## config.mk

```make
export PLATFORM = sky130hd
export DESIGN_NAME = scope_trace_segment_render
export DESIGN_NICKNAME = d
export VERILOG_FILES = /design/src/stsr_pkg.sv /design/src/stsr_cfg.sv /design/src/stsr_ctrl.sv /design/src/stsr_dpath.sv /design/src/scope_trace_segment_render.sv
export SDC_FILE = /design/constraint.sdc
export NUM_CORES = 2
export LEC_CHECK = 0
export BUFFER_PORTS_ARGS = -buffer_cell sky130_fd_sc_hd__clkbuf_2
export CAP_MARGIN = 20
export CORE_UTILIZATION = 25
export DETAILED_ROUTE_END_ITERATION = 8
export MAX_ROUTING_LAYER = met4
export PLACE_DENSITY = 0.38
export SETUP_SLACK_MARGIN = 0.02
export SYNTH_ARGS = -nofsm -noshare
export SYNTH_HDL_FRONTEND = slang
export SYNTH_HIERARCHICAL = 1
export SYNTH_SLANG_ARGS = --single-unit
```

## constraint.sdc

```tcl
create_clock -name clk -period 15.5 [get_ports clk]
set_input_delay 2.325 -clock clk [delete_from_list [all_inputs] [get_ports clk]]
set_output_delay 2.325 -clock clk [all_outputs]
set_load 0.02 [all_outputs]
```

## src/stsr_pkg.sv

```systemverilog
// Shared types, constants and helper functions for the scope trace segment renderer.
// Used by the register block, the controller, the datapath and the top level.
package stsr_pkg;

	localparam int COLUMNS     = 256;
	localparam int TRAIL_DEPTH = 8;

	// Register indexes (paddr[4:2])
	localparam logic [2:0] REG_GAIN  = 3'd0;
	localparam logic [2:0] REG_BAND  = 3'd1;
	localparam logic [2:0] REG_FLAT  = 3'd2;
	localparam logic [2:0] REG_FILL  = 3'd3;
	localparam logic [2:0] REG_TRACE = 3'd4;
	localparam logic [2:0] REG_PEAK  = 3'd5;

	localparam logic [9:0]  GAIN_RESET  = 10'd100;
	localparam logic [15:0] TRACE_RESET = 16'h07E0;
	localparam logic [15:0] PEAK_RESET  = 16'hFFE0;

	// Deflection: Q1.15, saturates at full scale
	localparam logic [17:0] SAT_LIMIT     = 18'd12800;
	localparam logic [20:0] ROUND_HALF_50 = 21'd25;
	localparam logic [21:0] REC50_MUL     = 22'd2684354;
	localparam logic [20:0] DIV50         = 21'd50;
	localparam logic [15:0] DEFL_FULL     = 16'h8000;

	// Row geometry (twice the half-height, twice the centre * 2^15)
	localparam logic [5:0]  H2_BAND       = 6'd53;
	localparam logic [5:0]  H2_NORM       = 6'd63;
	localparam logic [22:0] ROW_BASE_BAND = 23'd2424832;
	localparam logic [22:0] ROW_BASE_NORM = 23'd2097152;
	localparam logic [5:0]  CENTRE_BAND   = 6'd37;
	localparam logic [5:0]  CENTRE_NORM   = 6'd32;

	// Colour scaling
	localparam logic [8:0]  BRIGHT_LIVE = 9'd256;
	localparam logic [13:0] W5_MUL      = 14'd8457;
	localparam logic [14:0] W6_MUL      = 15'd16645;
	localparam logic [5:0]  FILL_NUM    = 6'd45;
	localparam logic [14:0] REC100_MUL  = 15'd20972;

	localparam logic [1:0] CH_RED   = 2'd0;
	localparam logic [1:0] CH_GREEN = 2'd1;
	localparam logic [1:0] CH_BLUE  = 2'd2;
	localparam logic [1:0] CH_LAST  = CH_BLUE;

	typedef struct packed {
		logic [9:0]  gain;
		logic        band;
		logic        flat;
		logic        fill_on;
		logic [15:0] trace_color;
		logic [15:0] peak_color;
	} cfg_t;

	typedef enum logic [3:0] {
		ST_IDLE,
		ST_MUL,
		ST_REC,
		ST_DIV,
		ST_ROW,
		ST_BASE,
		ST_SCALE,
		ST_FSCALE,
		ST_FDIV,
		ST_DONE
	} state_t;

	typedef enum logic [3:0] {
		STEP_NONE,
		STEP_LOAD,
		STEP_MUL,
		STEP_REC,
		STEP_DIV,
		STEP_ROW,
		STEP_BASE,
		STEP_SCALE,
		STEP_FSCALE,
		STEP_FDIV,
		STEP_OUT
	} step_t;

	typedef struct packed {
		step_t      step;
		logic [1:0] ch;
	} cmd_t;

	// floor(v * 255 / 31)
	function automatic logic [7:0] widen5(input logic [4:0] v);
		logic [12:0] x;
		logic [26:0] p;
		x = 13'(v) * 13'd255;
		p = 27'(x) * 27'(W5_MUL);
		return p[25:18];
	endfunction

	// floor(v * 255 / 63)
	function automatic logic [7:0] widen6(input logic [5:0] v);
		logic [13:0] x;
		logic [28:0] p;
		x = 14'(v) * 14'd255;
		p = 29'(x) * 29'(W6_MUL);
		return p[27:20];
	endfunction

	function automatic logic [7:0] chan_of(input logic [15:0] color, input logic [1:0] ch);
		logic [7:0] v;
		case (ch)
			CH_RED:   v = widen5(color[15:11]);
			CH_GREEN: v = widen6(color[10:5]);
			default:  v = widen5(color[4:0]);
		endcase
		return v;
	endfunction

	// Q1.8 brightness: live is 1.0, trail ages fall by 0.10 from 0.38
	function automatic logic [8:0] bright_of(input logic live, input logic [2:0] age);
		logic [8:0] b;
		if (live) begin
			b = BRIGHT_LIVE;
		end else if (int'(age) >= TRAIL_DEPTH) begin
			b = 9'd0;
		end else begin
			case (age)
				3'd0:    b = 9'd97;
				3'd1:    b = 9'd72;
				3'd2:    b = 9'd46;
				3'd3:    b = 9'd20;
				default: b = 9'd0;
			endcase
		end
		return b;
	endfunction

endpackage

```

## src/stsr_cfg.sv

```systemverilog
// Configuration registers behind the APB-style port.
// Depends on stsr_pkg for register indexes, reset values and cfg_t.
module stsr_cfg (
	input  logic             clk,
	input  logic             arst_n,
	input  logic             psel,
	input  logic             penable,
	input  logic             pwrite,
	input  logic [4:0]       paddr,
	input  logic [31:0]      pwdata,
	output logic [31:0]      prdata,
	output stsr_pkg::cfg_t   cfg
);
	import stsr_pkg::*;

	cfg_t cfg_q;
	logic wr_en;

	assign wr_en = psel & penable & pwrite;
	assign cfg = cfg_q;

	always_ff @(posedge clk or negedge arst_n) begin
		if (!arst_n) begin
			cfg_q.gain        <= GAIN_RESET;
			cfg_q.band        <= 1'b0;
			cfg_q.flat        <= 1'b0;
			cfg_q.fill_on     <= 1'b0;
			cfg_q.trace_color <= TRACE_RESET;
			cfg_q.peak_color  <= PEAK_RESET;
		end else if (wr_en) begin
			case (paddr[4:2])
				REG_GAIN:  cfg_q.gain        <= pwdata[9:0];
				REG_BAND:  cfg_q.band        <= pwdata[0];
				REG_FLAT:  cfg_q.flat        <= pwdata[0];
				REG_FILL:  cfg_q.fill_on     <= pwdata[0];
				REG_TRACE: cfg_q.trace_color <= pwdata[15:0];
				REG_PEAK:  cfg_q.peak_color  <= pwdata[15:0];
				default: ;
			endcase
		end
	end

	always_comb begin
		case (paddr[4:2])
			REG_GAIN:  prdata = 32'(cfg_q.gain);
			REG_BAND:  prdata = 32'(cfg_q.band);
			REG_FLAT:  prdata = 32'(cfg_q.flat);
			REG_FILL:  prdata = 32'(cfg_q.fill_on);
			REG_TRACE: prdata = 32'(cfg_q.trace_color);
			REG_PEAK:  prdata = 32'(cfg_q.peak_color);
			default:   prdata = 32'd0;
		endcase
	end

endmodule

```

## src/stsr_ctrl.sv

```systemverilog
// Controller: steps one item through the datapath and manages the output register handshake.
// Depends on stsr_pkg for state_t, step_t and cmd_t.
module stsr_ctrl (
	input  logic           clk,
	input  logic           arst_n,
	input  logic           in_valid,
	output logic           in_stall,
	output logic           out_valid,
	input  logic           out_stall,
	output stsr_pkg::cmd_t cmd
);
	import stsr_pkg::*;

	state_t     state_q, state_nx;
	logic [1:0] ch_q;
	logic       out_valid_q;
	logic       out_free;

	assign out_free  = !out_valid_q || !out_stall;
	assign out_valid = out_valid_q;

	always_comb begin
		state_nx = state_q;
		case (state_q)
			ST_IDLE:   if (in_valid) state_nx = ST_MUL;
			ST_MUL:    state_nx = ST_REC;
			ST_REC:    state_nx = ST_DIV;
			ST_DIV:    state_nx = ST_ROW;
			ST_ROW:    state_nx = ST_BASE;
			ST_BASE:   state_nx = ST_SCALE;
			ST_SCALE:  state_nx = ST_FSCALE;
			ST_FSCALE: state_nx = ST_FDIV;
			ST_FDIV:   state_nx = (ch_q == CH_LAST) ? ST_DONE : ST_BASE;
			ST_DONE:   if (out_free) state_nx = ST_IDLE;
			default:   state_nx = ST_IDLE;
		endcase
	end

	always_comb begin
		cmd.step = STEP_NONE;
		cmd.ch   = ch_q;
		in_stall = 1'b1;
		case (state_q)
			ST_IDLE: begin
				in_stall = 1'b0;
				if (in_valid) cmd.step = STEP_LOAD;
			end
			ST_MUL:    cmd.step = STEP_MUL;
			ST_REC:    cmd.step = STEP_REC;
			ST_DIV:    cmd.step = STEP_DIV;
			ST_ROW:    cmd.step = STEP_ROW;
			ST_BASE:   cmd.step = STEP_BASE;
			ST_SCALE:  cmd.step = STEP_SCALE;
			ST_FSCALE: cmd.step = STEP_FSCALE;
			ST_FDIV:   cmd.step = STEP_FDIV;
			ST_DONE:   if (out_free) cmd.step = STEP_OUT;
			default:   cmd.step = STEP_NONE;
		endcase
	end

	always_ff @(posedge clk or negedge arst_n) begin
		if (!arst_n) begin
			state_q     <= ST_IDLE;
			ch_q        <= CH_RED;
			out_valid_q <= 1'b0;
		end else begin
			state_q <= state_nx;
			if (state_q == ST_IDLE) begin
				ch_q <= CH_RED;
			end else if (state_q == ST_FDIV) begin
				ch_q <= ch_q + 2'd1;
			end
			if (cmd.step == STEP_OUT) begin
				out_valid_q <= 1'b1;
			end else if (!out_stall) begin
				out_valid_q <= 1'b0;
			end
		end
	end

endmodule

```

## src/stsr_dpath.sv

```systemverilog
// Datapath: deflection, row, per-channel colour scaling and the output register.
// Depends on stsr_pkg for cmd_t, cfg_t, constants and the colour helper functions.
module stsr_dpath (
	input  logic           clk,
	input  logic           arst_n,
	input  stsr_pkg::cmd_t cmd,
	input  stsr_pkg::cfg_t cfg,
	input  logic [7:0]     sample,
	input  logic [7:0]     column,
	input  logic           live_trace,
	input  logic [2:0]     trail_age,
	output logic [7:0]     x_pos,
	output logic [5:0]     row,
	output logic [5:0]     prev_row,
	output logic           is_segment,
	output logic [15:0]    line_color,
	output logic           fill_enable,
	output logic [15:0]    fill_color,
	output logic [5:0]     centre_row
);
	import stsr_pkg::*;

	logic [7:0]  sample_q, column_q;
	logic        live_q;
	logic [2:0]  age_q;
	logic [17:0] mag_q;
	logic        neg_q, sat_q;
	logic [20:0] a_q;
	logic [15:0] qest_q, dmag_q, hot_q;
	logic [8:0]  bright_q;
	logic [5:0]  row_q, prev_q, last_row_q;
	logic        seg_q;
	logic [22:0] base_q;
	logic [30:0] lprod_q;
	logic [13:0] fx_q;
	logic [7:0]  line_ch_q [3];
	logic [7:0]  fill_ch_q [3];

	logic [7:0]  out_x_q;
	logic [5:0]  out_row_q, out_prev_q, out_centre_q;
	logic        out_seg_q, out_fill_en_q;
	logic [15:0] out_line_q, out_fill_q;

	logic [7:0]         absoff_w;
	logic [17:0]        mag_w;
	logic [20:0]        a_w;
	logic [42:0]        recp_w;
	logic [20:0]        rem_w;
	logic [15:0]        qc_w;
	logic [5:0]         h2_w;
	logic [22:0]        hp_w, rbase_w, rnum_w;
	logic [5:0]         row_w;
	logic               seg_w;
	logic [7:0]         t_w, p_w;
	logic signed [25:0] diff_w, hotx_w, mul_w, base_w;
	logic [31:0]        sprod_w;
	logic [36:0]        f45_w;
	logic [28:0]        fd_w;
	logic [15:0]        line_pack_w, fill_pack_w;

	always_comb begin
		absoff_w = sample_q[7] ? {1'b0, sample_q[6:0]} : 8'(9'd128 - {1'b0, sample_q});
		mag_w    = 18'(absoff_w) * 18'(cfg.gain);
		a_w      = {mag_q[13:0], 7'b0} + ROUND_HALF_50;
		recp_w   = 43'(a_w) * 43'(REC50_MUL);
		rem_w    = a_q - 21'(qest_q) * DIV50;
		qc_w     = (rem_w >= DIV50) ? qest_q + 16'd1 : qest_q;
		h2_w     = cfg.band ? H2_BAND : H2_NORM;
		hp_w     = 23'(dmag_q) * 23'(h2_w);
		rbase_w  = cfg.band ? ROW_BASE_BAND : ROW_BASE_NORM;
		rnum_w   = neg_q ? rbase_w + hp_w : rbase_w - hp_w;
		row_w    = rnum_w[21:16];
		seg_w    = (column_q != 8'd0) && (int'(column_q) < COLUMNS);
		t_w      = chan_of(cfg.trace_color, cmd.ch);
		p_w      = chan_of(cfg.peak_color, cmd.ch);
		diff_w   = $signed(26'(p_w)) - $signed(26'(t_w));
		hotx_w   = $signed(26'(hot_q));
		mul_w    = diff_w * hotx_w;
		base_w   = $signed({3'b0, t_w, 15'b0}) + mul_w;
		sprod_w  = 32'(base_q) * 32'(bright_q);
		f45_w    = 37'(lprod_q) * 37'(FILL_NUM);
		fd_w     = 29'(fx_q) * 29'(REC100_MUL);
		line_pack_w = {line_ch_q[CH_RED][7:3], line_ch_q[CH_GREEN][7:2], line_ch_q[CH_BLUE][7:3]};
		fill_pack_w = {fill_ch_q[CH_RED][7:3], fill_ch_q[CH_GREEN][7:2], fill_ch_q[CH_BLUE][7:3]};
	end

	always_ff @(posedge clk) begin
		case (cmd.step)
			STEP_LOAD: begin
				sample_q <= sample;
				column_q <= column;
				live_q   <= live_trace;
				age_q    <= trail_age;
			end
			STEP_MUL: begin
				mag_q <= mag_w;
				neg_q <= ~sample_q[7];
			end
			STEP_REC: begin
				sat_q  <= (mag_q >= SAT_LIMIT);
				a_q    <= a_w;
				qest_q <= recp_w[42:27];
			end
			STEP_DIV: begin
				dmag_q <= sat_q ? DEFL_FULL : qc_w;
			end
			STEP_ROW: begin
				row_q    <= row_w;
				prev_q   <= seg_w ? last_row_q : row_w;
				seg_q    <= seg_w;
				hot_q    <= cfg.flat ? 16'd0 : dmag_q;
				bright_q <= bright_of(live_q, age_q);
			end
			STEP_BASE: begin
				base_q <= base_w[22:0];
			end
			STEP_SCALE: begin
				lprod_q <= sprod_w[30:0];
			end
			STEP_FSCALE: begin
				line_ch_q[cmd.ch] <= lprod_q[30:23];
				fx_q              <= f45_w[36:23];
			end
			STEP_FDIV: begin
				fill_ch_q[cmd.ch] <= fd_w[28:21];
			end
			STEP_OUT: begin
				out_x_q       <= column_q;
				out_row_q     <= row_q;
				out_prev_q    <= prev_q;
				out_seg_q     <= seg_q;
				out_line_q    <= line_pack_w;
				out_fill_en_q <= cfg.fill_on;
				out_fill_q    <= cfg.fill_on ? fill_pack_w : 16'd0;
				out_centre_q  <= cfg.band ? CENTRE_BAND : CENTRE_NORM;
			end
			default: ;
		endcase
	end

	always_ff @(posedge clk or negedge arst_n) begin
		if (!arst_n) begin
			last_row_q <= 6'd0;
		end else if (cmd.step == STEP_ROW) begin
			last_row_q <= row_w;
		end
	end

	assign x_pos       = out_x_q;
	assign row         = out_row_q;
	assign prev_row    = out_prev_q;
	assign is_segment  = out_seg_q;
	assign line_color  = out_line_q;
	assign fill_enable = out_fill_en_q;
	assign fill_color  = out_fill_q;
	assign centre_row  = out_centre_q;

endmodule

```

## src/scope_trace_segment_render.sv

```systemverilog
// Scope trace segment renderer: one screen point per waveform sample, with line segment data.
// An item is taken only while the controller is idle; its result is registered after the last colour step,
// once the output register is free. Items do not overlap: each runs the shared multiply steps (four for
// deflection and row, four per colour channel); an unstalled output register lets the next item in at once.
// Reset: registers return to their documented values, the last row clears to 0, no item pending.
module scope_trace_segment_render (
	input  logic        clk,
	input  logic        arst_n,
	input  logic        psel,
	input  logic        penable,
	input  logic        pwrite,
	input  logic [4:0]  paddr,
	input  logic [31:0] pwdata,
	output logic [31:0] prdata,
	output logic        pready,
	input  logic        in_valid,
	output logic        in_stall,
	input  logic [7:0]  sample,
	input  logic [7:0]  column,
	input  logic        live_trace,
	input  logic [2:0]  trail_age,
	output logic        out_valid,
	input  logic        out_stall,
	output logic [7:0]  x_pos,
	output logic [5:0]  row,
	output logic [5:0]  prev_row,
	output logic        is_segment,
	output logic [15:0] line_color,
	output logic        fill_enable,
	output logic [15:0] fill_color,
	output logic [5:0]  centre_row
);
	import stsr_pkg::*;

	cfg_t cfg;
	cmd_t cmd;

	assign pready = 1'b1;

	stsr_cfg u_cfg (
		.clk     (clk),
		.arst_n  (arst_n),
		.psel    (psel),
		.penable (penable),
		.pwrite  (pwrite),
		.paddr   (paddr),
		.pwdata  (pwdata),
		.prdata  (prdata),
		.cfg     (cfg)
	);

	stsr_ctrl u_ctrl (
		.clk       (clk),
		.arst_n    (arst_n),
		.in_valid  (in_valid),
		.in_stall  (in_stall),
		.out_valid (out_valid),
		.out_stall (out_stall),
		.cmd       (cmd)
	);

	stsr_dpath u_dpath (
		.clk         (clk),
		.arst_n      (arst_n),
		.cmd         (cmd),
		.cfg         (cfg),
		.sample      (sample),
		.column      (column),
		.live_trace  (live_trace),
		.trail_age   (trail_age),
		.x_pos       (x_pos),
		.row         (row),
		.prev_row    (prev_row),
		.is_segment  (is_segment),
		.line_color  (line_color),
		.fill_enable (fill_enable),
		.fill_color  (fill_color),
		.centre_row  (centre_row)
	);

endmodule

```

# After elaboration in Yosys (flattened, before gate mapping)

Memories as Yosys holds them, arrays and structs flattened. A register that Yosys moved wholly into a read port is not among the register bits.
Cells that the tools add are included.

Muxes and demuxes: 27
Eq/ne operators: 32
Bitwise operators: 3
$mul: 20
$lt $le $gt $ge: 2
$add $sub $neg: 9
Reductions and logical operators: 19

Operators by type and width:

| cell                   | count |
|---|---|
| $mul 13x14->26 const B | 4 |
| $pmux 16 s6            | 1 |
| $pmux 4 s10            | 2 |
| $mul 14x15->28 const B | 2 |
| $mul 5x8->13 const B   | 4 |
| $mul 21x21->42 const B | 1 |
| $mul 31x6->37 const B  | 1 |
| $eq 4x3->1 const B     | 8 |
| $pmux 8 s2             | 2 |
| $mul 23x9->31          | 1 |
| $mul 6x8->14 const B   | 2 |
| $pmux 7 s4             | 1 |
| $mul 14x13->27 const B | 1 |
| $mul 26x17->23         | 1 |
| $add 23x23->23         | 1 |
| $add 22x22->22         | 1 |
| $mul 16x6->22          | 1 |
| $mux 22                | 1 |
| $sub 22x22->22         | 1 |
| $add 21x5->21 const B  | 1 |
| $ge 21x6->1 const B    | 1 |
| $sub 21x21->21         | 1 |
| $eq 4x4->1 const B     | 5 |
| $mul 16x5->20 const B  | 1 |
| 33 further kinds       | 67 |

Output and inout port bits: 95
Memories: 2
Flip-flop bits (word level): 285
Bits in writable memories: 48

Memory list:

| memory            | depth | bits a word | read ports | clocked after Yosys merged registers in | wr ports | RTL line         | text |
|---|---|---|---|---|---|---|---|
| u_dpath.fill_ch_q | 3     | 8           | 3          | 3                                       | 1        | stsr_dpath.sv:37 | `logic [7:0] fill_ch_q [3];` |
| u_dpath.line_ch_q | 3     | 8           | 3          | 3                                       | 1        | stsr_dpath.sv:36 | `logic [7:0] line_ch_q [3];` |

# Depth between registers and ports, before layout

Depth in word-level cells: 7
Gate-level depth with buffers: 67
Depth with buffers taken out: 66

# By module

Netlist, hierarchy kept.

By module, submodules not included:

| module                     | times used | area each (µm²) | cells an instance |
|---|---|---|---|
| stsr_dpath                 | 1          | 53122.2         | 5265 |
| stsr_cfg                   | 1          | 2293.4          | 169 |
| stsr_ctrl                  | 1          | 414.1           | 49 |
| scope_trace_segment_render | 1          | 11.3            | 2 |

# Least setup slack after synthesis

No wires, ideal clock.

Kind: reg2reg
From: reg u_cfg.cfg_q (netlist bit u_cfg/cfg[21])
To: reg u_dpath.base_q[22] (data pin)
Buffers on the path: 1
Cell stages (with the launch flop): 65
Data required time: 15.232 ns
Arrival: 14.320 ns
Setup slack: 0.912 ns
Setup time: 0.268 ns
Cell sequence: dfstp_2 -> inv_1 -> fa_1 -> inv_1 -> ha_1 -> fa_1 -> fa_1 -> a21o_1 -> a21oi_2 -> o21bai_1 -> a21oi_2 -> o21bai_1 -> a21oi_2 -> mux2i_1 -> a2111oi_4 -> and2_1 -> ha_1 -> xor2_1 -> [... 29 more ...] -> fa_1 -> inv_1 -> fa_1 -> inv_1 -> fa_1 -> fa_1 -> inv_1 -> ha_1 -> inv_1 -> o21bai_1 -> a21oi_1 -> o21ai_1 -> a41o_1 -> nor4_1 -> o41ai_1 -> a21o_1 -> a21oi_1 -> xnor3_1

Cells in the longest elaborated chain, start to end: 6

Ends and longest elaborated chain:

| what                         | RTL line          | text |
|---|---|---|
| from (decl)                  | stsr_cfg.sv:16    | `cfg_t cfg_q;` |
| $mul 6x8->14 *               | stsr_pkg.sv:101   | `x = 14'(v) * 14'd255;` |
| $mul 14x15->28 *             | stsr_pkg.sv:102   | `p = 29'(x) * 29'(W6_MUL);` |
| $pmux 8 s2 *                 | stsr_pkg.sv:108   | `case (ch)` |
| $sub 8x8->9                  | stsr_dpath.sv:76  | `diff_w = $signed(26'(p_w)) - $signed(26'(t_w));` |
| $mul 26x17->23               | stsr_dpath.sv:78  | `mul_w = diff_w * hotx_w;` |
| $add 23x23->23 *             | stsr_dpath.sv:79  | `base_w = $signed({3'b0, t_w, 15'b0}) + mul_w;` |
| named net u_dpath.base_w[22] | stsr_dpath.sv:55  | `logic signed [25:0] diff_w, hotx_w, mul_w, base_w;` |
| to (signal assigned)         | stsr_dpath.sv:115 | `base_q <= base_w[22:0];` |
| to (decl)                    | stsr_dpath.sv:33  | `logic [22:0] base_q;` |

Mark *: on every way through the listed nets, which the timed path passes. The rest lies on a longest branch.
A chain may end at the register's enable or synchronous reset.

# Final worst setup path

From: reg u_cfg.cfg_q (netlist bit u_cfg/cfg[7])
To: reg u_dpath.base_q[22] (data pin)

Cells in the longest elaborated chain, start to end: 6

Ends and longest elaborated chain:

| what                         | RTL line |
|---|---|
| $mul 6x8->14                 | stsr_pkg.sv:101 |
| $mul 14x15->28               | stsr_pkg.sv:102 |
| $pmux 8 s2                   | stsr_pkg.sv:108 |
| $sub 8x8->9                  | stsr_dpath.sv:76 |
| $mul 26x17->23               | stsr_dpath.sv:78 |
| $add 23x23->23               | stsr_dpath.sv:79 |
| named net u_dpath.base_w[22] | stsr_dpath.sv:55 |

The timed path passes the listed nets, and every way through them passes these cells.

==> impl_metrics.ini <==
[setup_path]
regToRegSetupSlack_ns = 0.78
start_kind = register
worst_path_largest_cell_delay_ns = 0.60
path_common_cell = fa_1
crit_path_top_delay_cell = dfstp_2
worstSetupPathType = register to register
worstPathRequired_ns = 15.87
worstPathMaxFanout = 5
cp.arrival_ns = 15.09
end_kind = register

[hold_path]
hp-class = register to register

[synth]
yosys-top-cells-area = ha_1 (25%), fa_1 (25%), edfxtp_1 (15%), inv_1 (7.6%), and2_1 (2.7%)
synth_top_cell_area_share = 0.2530
yosys.area.top_type = ha_1
synth_cell_type_count = 106
synth_seq_cells = 336
ys.flop_type = edfxtp_1
ys_seq_area_frac = 0.1759
synth_edf_count = 278
synthCells = 5485
syn_area_um2 = 55840
async_flop_share = 0.1726
yosysWarnings = 6
syn_area_per_cell_um2 = 10.18

[flow_run]
maxCapViolations = 0

[clock_tree]
numCtsBuffers = 44
cts.sinks = 336
htreeDepth = 2
path_clk_slew_ns = 0.07
clockBufferDepth = 3
cts_root_buffer = clkbuf_16
clk_latency_ns = 0.66
cts_tree = built

[drt]
drc = 0
num_vias = 37060
postRouteAntennaNets = 0
wl_met2_mm = 62.22
highest_layer = met4
wl_mm = 137.1
vias_per_cell = 4.260
dr.pass1.iters = 5
drt_iter0_markers = 1383
route.met3.wl_mm = 3.560
met1Wirelength_mm = 69.36
wire_per_inst_um = 15.76

[die]
chipWidth_um = 474.6
core_area_um2 = 222100
dieHeight_um = 474.6
initial_core_util = 0.2514
rows = 173
die_area_um2 = 225300
io_pins = 159

[sta]
fin_crit_sh = 0.9498
slew_violations = 0
tightest_slew_ns = 1.008
grt_setup_unrepaired = yes
hold_violations = 0
setup_viol = 0
max_slew_margin = 0.3277
whs_ns = 0.3964
fmax_mhz = 67.93
fin_crit_ns = 14.72
clock_skew_ns = 0.04229

[run_status]
status = completed

[cells_and_area]
filler_cell_count = 23580
nNetsFinal = 7567
layout-drive-gt1-share = 0.08134
final_cell_mix = inv_1 (1129), ha_1 (1129), fa_1 (688)
area.growth.synth_to_final_pct = 11.30

[grt]
overflow = 0
grt_pass1_wl_mm = 222.0
antenna_found_initial = 4
grt_max_degree = 56
grt_use_total = 0.1283
grt_pass1_vias = 39700

[place]
globalplace.congestion = 0.7815
io_buffers = 119
post-dp-hpwl_mm = 116.6
## metal layers
layer	GRT usage	vias up
met5	-	-
met4	0.02064	0
met1	0.1767	18130
met2	0.2052	343
met3	0.01348	105
li1	-	18480
## worst paths after layout
| path | end | startpoint | depth (start not counted) |
|---|---|---|---|
| min reg2reg | u_dpath/line_color[15] | u_dpath/line_ch_q[0][7] | 0 |
| min in group asynchronous | u_cfg/cfg[17] | arst_n | 1 |
| max reg2reg | u_dpath/base_q[22] | u_cfg/cfg[7] | 60 |
| max | u_dpath/base_q[22] | u_cfg/cfg[7] | 60 |
| max in group asynchronous | u_ctrl/state_q[2] | arst_n | 2 |
| min | u_dpath/line_color[15] | u_dpath/line_ch_q[0][7] | 0 |
## stage by stage
step	cells	TNS [ns]	worst slack (ns)	utilization	instance area (um2)
3_5_place_dp	8607	0	0.2082	0.2728	60580
3_3_place_gp	8606	0	0.1644	0.2728	60580
4_1_cts	8686	0	0.2229	0.2793	62020
6_report	8698	0	0.7784	0.2798	62150
5_1_grt	8695	-0.002743	-0.002743	0.2798	62140
2_1_floorplan	5502	0	0.9123	-	55900
## cells in the mapped netlist (all sizes together) (12+ instances only)
library cell and n:
or3 26, dfrtp 38, nor4 12, nand3 60, o21a 31, o21bai 33
and2 238, nor2b 89, clkbuf 48, a31oi 21, mux2i 22, nand2 279
o211ai 18, nand4 21, ha 1129, buf 43, fa 690, a21oi 195
and3 14, a21boi 15, o31ai 12, or4 14, a21o 70, nor3 69
o21ai 141, mux2 74, or2 13, a211oi 34, xnor2 156, nor2 207
edfxtp 278, xor2 68, dfstp 20, a22oi 13, inv 1130, nand2b 41
## cell type report
cell class / instances / area [um2] / area share
tap: 2975 / 3722 / 0.05989
multi-input combinational: 3944 / 41460 / 0.6672
inverter: 1131 / 4245 / 0.06831
clock buffer: 49 / 1120 / 0.01802
clock inverter: 30 / 321.6 / 0.005174
antenna: 6 / 15.01 / 0.0002416
sequential: 336 / 9824 / 0.1581
timing repair buffer: 227 / 1435 / 0.02309
## kinds of logic (layout without fill, tap and decap cells)
family | Yosys count | in the layout | synth area share
AOI/OAI and AO/OA | 679 | 679 | 0.08190
xor gates and xnor gates | 225 | 225 | 0.03554
adders and majority gates | 1819 | 1819 | 0.5003
buffers and inverters | 1222 | 1437 | 0.08485
DFF | 336 | 336 | 0.1759
muxes | 97 | 97 | 0.01994
other | 4 | 27 | 0.0002688
and+or+nand+nor | 1103 | 1103 | 0.1012
## critical path: cells and delay by family, from the launching register on
kind                       cells  cell delay [ns]
AOI/OAI and AO/OA             21             3.69
xor gates and xnor gates       2             0.57
adders and majority gates     18             7.21
buffers and inverters         11             0.95
DFF                            1             0.60
and+or+nand+nor                8             1.45
## repair_timing
action | CTS | global route
resized for setup | 0 | 16
buffers inserted | 0 | 2
hold buffers | 0 | 0
endpoints found under the setup margin | 0 | 7
## sequential cells by signal, indices dropped and copies added (netlist names), 3 cells and up
signal              cells
u_dpath/a_q            14
u_cfg/cfg              45
u_dpath/x_pos           8
u_dpath/qest_q         16
u_dpath/fill_ch_q      16
u_dpath/bright_q        8
u_dpath/prev_q          6
u_dpath/base_q         23
u_ctrl/state_q          4
u_dpath/fx_q           14
u_dpath/hot_q          16
u_dpath/line_color     16
u_dpath/age_q           3
u_dpath/row             6
u_dpath/last_row_q      6
u_dpath/lprod_q        31
u_dpath/row_q           6
u_dpath/prev_row        6
u_dpath/dmag_q         16
u_dpath/mag_q          18
u_dpath/column_q        8
u_dpath/fill_color     16
u_dpath/line_ch_q      16
u_dpath/sample_q        8
Power is not shown: default switching activity piles up to over one toggle a cycle in this logic, so the estimate is an artifact.
